File: src/hdl/palette_alpha_blend_blit_top_defines.svh
// ----------------------------------------------------------------------------
// Palette alpha blend blitter: assertion macros
// Shared concurrent assertion forms, clocked on aclk. Defining NO_ASSERTIONS
// turns every use into an empty statement.
// ----------------------------------------------------------------------------
`ifndef PALETTE_ALPHA_BLEND_BLIT_TOP_DEFINES_SVH
`define PALETTE_ALPHA_BLEND_BLIT_TOP_DEFINES_SVH

`ifndef NO_ASSERTIONS
// Check prop at every edge outside reset.
`define PABB_ASSERT(label, prop, msg) \
    label: assert property (@(posedge aclk) disable iff (!aresetn) (prop)) else $error(msg);
// Check prop at every edge, reset included.
`define PABB_ASSERT_ALWAYS(label, prop, msg) \
    label: assert property (@(posedge aclk) (prop)) else $error(msg);
`else
`define PABB_ASSERT(label, prop, msg)
`define PABB_ASSERT_ALWAYS(label, prop, msg)
`endif

`endif

File: src/hdl/pabb_pkg.sv
// ----------------------------------------------------------------------------
// Palette alpha blend blitter package
// Palette entry type, command and layout codes, register map and the
// per-channel blend function.
// ----------------------------------------------------------------------------
`timescale 1ns / 1ps

package pabb_pkg;

    // Palette entry, red in the lowest byte
    typedef struct packed {
        logic [7:0] alpha;
        logic [7:0] blue;
        logic [7:0] green;
        logic [7:0] red;
    } pal_entry_t;

    localparam int unsigned PAL_DEPTH = 256;
    localparam int unsigned PAL_AW    = 8;

    // Command carried in tuser
    localparam logic CMD_LOAD  = 1'b0;
    localparam logic CMD_PIXEL = 1'b1;

    // channel_order codes; anything else leaves the destination unchanged
    localparam logic [1:0] ORDER_RGB = 2'd0;
    localparam logic [1:0] ORDER_BGR = 2'd1;

    // Register index of channel_order (byte address 4 * index)
    localparam logic REG_CHANNEL_ORDER = 1'b0;

    // Alpha that keeps the destination byte as it is
    localparam logic [7:0] ALPHA_KEEP_DEST = 8'd255;

    // Blend one channel: c + floor((d - c) * a / 256), kept to 8 bits.
    // Alpha 0 gives c and alpha 128 gives the floor average through the same
    // expression; only full transparency needs its own arm.
    function automatic logic [7:0] blend_channel(
        input logic [7:0] c,
        input logic [7:0] d,
        input logic [7:0] a
    );
        logic signed [8:0]  diff;
        logic signed [17:0] prod;
        logic [7:0]         res;
        diff = $signed({1'b0, d}) - $signed({1'b0, c});
        prod = diff * $signed({1'b0, a});
        if (a == ALPHA_KEEP_DEST) begin
            res = d;
        end else begin
            res = c + prod[15:8];
        end
        return res;
    endfunction

endpackage

File: src/hdl/pabb_blend.sv
// ----------------------------------------------------------------------------
// Pixel blend
// Places the palette colour by channel order and blends it with the three
// destination bytes; an unsupported order passes the destination through.
// ----------------------------------------------------------------------------
`timescale 1ns / 1ps

module pabb_blend (
    input  pabb_pkg::pal_entry_t entry,
    input  logic [23:0]          dest,      // byte0 [7:0], byte1 [15:8], byte2 [23:16]
    input  logic [1:0]           order,
    output logic [23:0]          result     // byte0 [7:0], byte1 [15:8], byte2 [23:16]
);

    logic [7:0] c0;
    logic [7:0] c2;
    logic       pass;

    // Pick the colour for the outer bytes
    always_comb begin
        c0   = entry.red;
        c2   = entry.blue;
        pass = 1'b0;
        unique case (order)
            pabb_pkg::ORDER_RGB: begin
                c0 = entry.red;
                c2 = entry.blue;
            end
            pabb_pkg::ORDER_BGR: begin
                c0 = entry.blue;
                c2 = entry.red;
            end
            default: begin
                pass = 1'b1;
            end
        endcase
    end

    // Blend each channel, green always in byte 1, or pass the destination through
    always_comb begin
        if (pass) begin
            result = dest;
        end else begin
            result[7:0]   = pabb_pkg::blend_channel(c0, dest[7:0], entry.alpha);
            result[15:8]  = pabb_pkg::blend_channel(entry.green, dest[15:8], entry.alpha);
            result[23:16] = pabb_pkg::blend_channel(c2, dest[23:16], entry.alpha);
        end
    end

endmodule

File: config.mk
export PLATFORM = sky130hd
export DESIGN_NAME = pabb_blend
export DESIGN_NICKNAME = d
export VERILOG_FILES = /design/src/hdl/palette_alpha_blend_blit_top_defines.svh /design/src/hdl/pabb_pkg.sv /design/src/hdl/pabb_blend.sv
export SDC_FILE = /design/constraint.sdc
export NUM_CORES = 1
export LEC_CHECK = 0
export BUFFER_PORTS_ARGS = -buffer_cell sky130_fd_sc_hd__buf_2
export CAP_MARGIN = 10
export CELL_PAD_IN_SITES_DETAIL_PLACEMENT = 0
export CELL_PAD_IN_SITES_GLOBAL_PLACEMENT = 1
export CORE_ASPECT_RATIO = 1.5
export CORE_MARGIN = 2
export CORE_UTILIZATION = 29
export DETAILED_ROUTE_END_ITERATION = 12
export PLACE_DENSITY = 0.53
export REMOVE_ABC_BUFFERS = 1
export SLEW_MARGIN = 0
export SYNTH_ARGS = -nofsm -noshare
export SYNTH_HDL_FRONTEND = slang
export SYNTH_SLANG_ARGS = --single-unit
File: constraint.sdc
create_clock -name vclk -period 19.2
set_input_delay 4.8 -clock vclk [all_inputs]
set_output_delay 4.8 -clock vclk [all_outputs]
set_load 0.01 [all_outputs]
==> results of run 1 <==
-- routing by layer --
metal  part of all wire [%]  up-vias
met4                   0.83        2
met1                     40     3719
met5                  0.049        -
li1                       -     3720
met2                     56       92
met3                    2.7       12
-- layout make-up --
| type | count | area [um2] |
|---|---|---|
| inverters | 265 | 994.7 |
| repair buffers | 92 | 485.5 |
| well taps | 415 | 519.2 |
| multi-input cells | 865 | 8486 |
| fillers | 3604 | 22150 |
-- layout by cell type, fill, tap and decap left out, types with 5 or more instances in the layout --
master,instances
mux2_2,10
mux2i_1,7
nand2b_1,13
buf_4,10
and2_1,86
ha_1,122
a31oi_1,6
a21o_1,12
o211ai_1,5
nor3_1,8
nand2_1,141
inv_1,265
xor2_1,18
nor2b_1,23
o21ai_0,32
fa_1,164
nor2_1,32
xnor2_1,70
a21oi_1,27
o21a_1,10
buf_2,82
-- metrics by stage --
stage	worst slack, ns	area (um2)
floorplan	1.013	9477
global placement	1.050	10490
detailed placement	0.9832	10490
CTS	0.9393	10490
global route	0.3734	10490
finish	1.036	10490
-- Yosys cell counts, types with 3 or more instances --
cell	n	share of area, %
a211o_1	3	0.27
a21o_1	12	0.94
a21oi_1	27	1.4
a31oi_1	6	0.39
and2_1	86	5.6
and3_1	3	0.20
buf_2	3	0.16
clkbuf_1	26	1.0
fa_1	164	34
ha_1	122	16
inv_1	265	10
maj3_1	3	0.31
maj3_2	4	0.47
mux2_2	10	1.2
mux2i_1	7	0.73
nand2_1	141	5.5
nand2b_1	13	0.85
nand3_1	3	0.16
nand3b_1	3	0.23
nor2_1	32	1.2
nor2b_1	24	1.6
nor3_1	8	0.42
o211ai_1	5	0.39
o21a_1	10	0.78
o21ai_0	32	1.7
o21bai_1	4	0.31
o311ai_1	3	0.27
o31ai_1	3	0.23
or3_1	3	0.20
xnor2_1	70	6.4
xor2_1	18	1.6
-- cell families after synthesis --
| logic type | after synthesis |
|---|---|
| multiplexers | 17 |
| buffers and inverters | 298 |
| adder cells (fa/ha/maj) | 293 |
| AO/OA/AOI/OAI | 138 |
| AND/OR/NAND/NOR | 327 |
| XOR/XNOR | 90 |
-- worst max path at each step --
stage                         from        end  cells past startpoint
final                     order[0]  result[7]                     35
after global placement    order[0]  result[7]                     35
after global routing      order[0]  result[7]                     35
after detailed placement  order[0]  result[7]                     35
after CTS                 order[0]  result[7]                     35
after floorplan           order[0]  result[7]                     33
-- worst min-delay path: stages --
cell     delay, ns
buf_2         0.09
nand2_1       0.04
o21ai_0       0.05
buf_2         0.12
==> metrics.cfg, run 1 <==
[die]
io_pins=82
die_height_um=227.0
initial_core_util_pct=29.46
coreArea_um2=32630
die_w_um=152.7
dieArea_um2=34660
rows=81

[critical_path]
crit_arrival_ns=13.36
path_class=in2out
cp_top_family=adder cells
cpMaxStageDelayCell=fa_1
slowest_delay_ns=0.54
cp_num_buf_inv=7
worstPathRequired_ns=14.40
path_max_fanout=8
end_kind=output port
cp-start-kind=primary input

[timing]
maxSlewViolCount=0
rsz0062_at_grt=no
finalHoldViolations=0
worst_pin_slew_ns=0.8762
post-route-period-util_pct=94.61
fmax_mhz=55.05
fin_crit_ns=18.16
finalSetupViolCount=0
tns_ns=0
hold_ws_ns=9.906
max_slew_margin_pct=41.17

[cells_and_area]
seq_cells=0
layout.nets=1568
diodes=0
layout.cells.non_filler=1637
area_growth_pct=9.044
clkbuf_count=0
layout.area.seq_um2=0
drive_above_1_share_pct=9.820
final_core_util_pct=32.13

[placed_design]
hpwl_um=21850
place_congestion=0.7558
io_buffer_count=82
place_inst=1637

[logic_synthesis]
yosysWarningCount=0
yosysSeqAreaShare_pct=0
ys_types=68
syn-cell-area_um2=9615
synth_fa_ha_area_share_pct=50.80
synth_xor_area_share_pct=8.484
syn_avg_cell_area_um2=8.268
netlist_instances=1163
synth_compound_area_share_pct=10.14
yosys.area_share.simple_pct=16.89
synth_top_family_by_area=adder cells
synthMuxAreaShare_pct=1.900

[grt]
met3_usage_pct=0.5140
grt_usage_pct=15.71
grt_first_pass_wirelength_um=43600
grt_pass1_vias=8447
overflow=0
grt_max_degree=39
antenna_found_initial=1
grtUsageMet2_pct=32.88
use_met1_pct=18.22
busiest_layer=met2

[min_path]
hold_path.class=in2out
min_path_cells=4
holdPathEnd=result[13]
worstHoldStart=dest[13]

[outcome]
outcome=completed

[clock_tree]
cts_resized=0
ctsHoldBuffers=0
post-cts-setup-buffer-count=0

[routing]
firstDrtPassIters=4
drt-total-wl_um=26350
wire_per_inst_um=16.10
vias=7545
initialDrtViolationCount=149
drc=0
antenna_left=0
viasPerCell=4.609

[run]
drv_cap=0

Power of run 1 is not shown: default switching activity piles up to over one toggle a cycle in this logic, so the estimate is an artifact.
==> inputs of run 2 (changes only) <==
- clock period: 19.2 -> 22.5 ns (I/O delays scaled with it)
==> metrics.cfg, run 2 (synthesized netlist as in run 1, its figures left out) <==
[cells_and_area]
final_cell_mix=inv_1, fa_1, nand2_1
diodes=0  ; unchanged
area_growth_pct=8.887
final_common_cell=inv_1
multi_input_area_um2=8486  ; unchanged
nFillCells=3551  ; -1.5%
layout.area.seq_um2=0  ; unchanged
seq_cells=0  ; unchanged
drive_above_1_share_pct=9.672  ; -0.15 points
clkbuf_count=0  ; unchanged
layout.nets=1566  ; -0.13%

[die]
initial_core_util_pct=29.46  ; unchanged
die_w_um=152.7  ; unchanged
rows=81  ; unchanged
io_pins=82  ; unchanged
coreArea_um2=32630  ; unchanged
dieArea_um2=34660  ; unchanged
die_height_um=227.0  ; unchanged

[routing]
drt-total-wl_um=26330  ; about the same
firstDrtPassIters=4  ; unchanged
viasPerCell=4.639  ; +0.64%
wire_per_inst_um=16.11  ; about the same
initialDrtViolationCount=240  ; +61%
antenna_left=0  ; unchanged
drc=0  ; unchanged
vias=7584  ; +0.52%

[grt]
grt_first_pass_wirelength_um=43970  ; +0.85%
overflow=0  ; unchanged
grt_usage_pct=15.80  ; +0.091 points
grt_max_degree=39  ; unchanged
antenna_found_initial=0  ; -1
grt_pass1_vias=8326  ; -1.4%

[timing]
fin_crit_ns=19.79
finalSetupViolCount=0  ; unchanged
post-route-period-util_pct=87.94
fmax_mhz=50.54
finalHoldViolations=0  ; unchanged
tns_ns=0  ; unchanged
worst_pin_slew_ns=0.9766  ; +0.1004 ns
rsz0062_at_grt=no
maxSlewViolCount=0  ; unchanged
hold_ws_ns=11.56  ; +1.650 ns
max_slew_margin_pct=34.43  ; -6.7 points

[placed_design]
place_congestion=0.7498  ; -0.79%
hpwl_um=22140  ; +1.3%
io_buffer_count=82  ; unchanged

[critical_path]
cp_num_buf_inv=6  ; -1
end_kind=output port
path_max_fanout=8  ; unchanged
worstPathRequired_ns=16.88  ; +2.48 ns
cpMaxStageDelayCell=fa_1
cpMostUsedCell=fa_1
cp_top_family=adder cells
path_class=in2out
slowest_delay_ns=0.54  ; about the same
crit_arrival_ns=14.16  ; +0.80 ns
cp-start-kind=primary input

[min_path]
hold_path.class=in2out

[run]
drv_cap=0  ; unchanged

[clock_tree]
post-cts-setup-buffer-count=0  ; unchanged
ctsHoldBuffers=0  ; unchanged
cts_resized=0  ; unchanged

[outcome]
outcome=completed

run 2: changes by cell type in the layout (fill, tap and decap cells not counted), sizes merged:
cell / delta
buf: -2
run 2: through the flow:
stage               std cells  worst slack (ns)  util, %  area, um2
global placement         1635             2.745    32.08      10470
CTS                      1635             2.585    32.08      10470
finish                   1635             2.714    32.08      10470
global route             1635             2.072    32.08      10470
floorplan                1130             2.663        -       9477
detailed placement       1635             2.611    32.08      10470
run 2: worst min-delay path: stages:
cell     delay [ns]
buf_2          0.09
nand2_1        0.04
o21ai_0        0.05
buf_2          0.12
run 2: final cells by class:
cell class	count	area share, %
repair buffers	90	4.493
well taps	415	4.959
inverters	265	9.501
multi-input cells	865	81.05
run 2: worst paths after layout:
path,startpoint,depth (start not counted),endpoint,slack (ns)
worst max-delay path,order[0],33,result[7],2.71
worst min-delay path,dest[13],4,result[13],11.56
run 2: routing by layer:
metal | share of wire (%) | global-route usage (%)
met1 | 41 | 18.90
met2 | 56 | 32.75
met3 | 2.2 | 0.4188
met4 | 0.43 | 0.5675
met5 | 0 | 0
Power of run 2 is left out for the same reason.
==> inputs of run 3 (changes only) <==
- clock period: 22.5 -> 23 ns (I/O delays scaled with it)
==> metrics.cfg, run 3 (synthesized netlist as in run 1, its figures left out) <==
[critical_path]
end_kind=output port
cp-endpoint=result[7]
path_class=in2out
crit_cells=35  ; +6.1%
worstPathRequired_ns=17.25  ; +0.37 ns
slowest_delay_ns=0.54  ; about the same
path_max_fanout=8  ; unchanged
cp-start-kind=primary input
cp_num_buf_inv=7  ; +1
cpMaxStageDelayCell=fa_1
critPathLaunch=order[0]
cp_top_family=adder cells
crit_arrival_ns=14.28  ; +0.12 ns

[cells_and_area]
final_common_cell=inv_1
diodes=0  ; unchanged
nFillCells=3565  ; +0.39%
clkbuf_count=0  ; unchanged
area_growth_pct=8.809  ; about the same
final_cell_mix=inv_1, fa_1, nand2_1
drive_above_1_share_pct=9.598  ; -0.074 points
layout.nets=1565  ; -0.064%
layout.area.seq_um2=0  ; unchanged
seq_cells=0  ; unchanged

[timing]
maxSlewViolCount=0  ; unchanged
tns_ns=0  ; unchanged
worst_pin_slew_ns=0.9846  ; +0.008053 ns
max_slew_margin_pct=33.89  ; -0.54 points
rsz0062_at_grt=no
fin_crit_ns=20.03
post-route-period-util_pct=87.10
fmax_mhz=49.92
finalHoldViolations=0  ; unchanged
finalSetupViolCount=0  ; unchanged

[die]
rows=81  ; unchanged
coreArea_um2=32630  ; unchanged
die_height_um=227.0  ; unchanged
dieArea_um2=34660  ; unchanged
io_pins=82  ; unchanged
die_w_um=152.7  ; unchanged
initial_core_util_pct=29.46  ; unchanged

[routing]
vias=7640  ; +0.74%
firstDrtPassIters=4  ; unchanged
wire_per_inst_um=16.14  ; +0.21%
antenna_left=0  ; unchanged
drt-total-wl_um=26370  ; +0.15%
viasPerCell=4.676  ; +0.80%
initialDrtViolationCount=186  ; -23%
drc=0  ; unchanged

[grt]
grt_max_degree=39  ; unchanged
grt_pass1_vias=8396  ; +0.84%
overflow=0  ; unchanged
antenna_found_initial=1  ; +1
grt_usage_pct=15.89  ; +0.084 points
grt_first_pass_wirelength_um=44190  ; +0.50%

[placed_design]
hpwl_um=22060  ; -0.36%
io_buffer_count=82  ; unchanged
place_congestion=0.7436  ; -0.83%

[clock_tree]
cts_resized=0  ; unchanged
post-cts-setup-buffer-count=0  ; unchanged
ctsHoldBuffers=0  ; unchanged

[min_path]
hold_path.class=in2out

[run]
drv_cap=0  ; unchanged

[outcome]
outcome=completed

-- run 3: tightest hold or removal path: cells and delay by family --
family	cells	cell delay (ns)
compound gates	1	0.05
simple gates	1	0.04
buf+inv	2	0.21
-- run 3: routing by layer --
layer | GRT usage [%] | vias to the layer above | share of wire [%]
li1 | - | 3721 | -
met1 | 18.99 | 3791 | 41
met2 | 32.53 | 108 | 55
met3 | 0.4759 | 18 | 2.4
met4 | 1.314 | 2 | 1.1
met5 | 0 | - | 0.049
-- run 3: worst min path at each step --
stage	from	end	depth (start not counted)
after global routing	dest[15]	result[15]	4
after CTS	dest[13]	result[13]	4
after detailed placement	dest[13]	result[13]	4
after global placement	dest[13]	result[13]	4
after floorplan	dest[17]	result[17]	2
final	dest[14]	result[14]	4
-- run 3: metrics by stage --
step / instances / setup slack (ns) / utilization (%) / instance area, um2 / hold slack [ns]
2_1_floorplan: 1130 / 2.913 / - / 9477 / 11.62
3_3_place_gp: 1634 / 2.991 / 32.06 / 10460 / 11.81
3_5_place_dp: 1634 / 2.859 / 32.06 / 10460 / 11.80
4_1_cts: 1634 / 2.853 / 32.06 / 10460 / 11.81
5_1_grt: 1634 / 2.342 / 32.06 / 10460 / 11.84
6_report: 1634 / 2.968 / 32.06 / 10460 / 11.81
-- run 3: layout make-up --
| type | count | area [um2] | share of cell area, % |
|---|---|---|---|
| Multi-Input combinational cell | 865 | 8486 | 81.11 |
| Inverter | 265 | 994.7 | 9.507 |
| Timing Repair Buffer | 89 | 462.9 | 4.425 |
| Tap cell | 415 | 519.2 | 4.963 |
Power of run 3 is left out for the same reason.
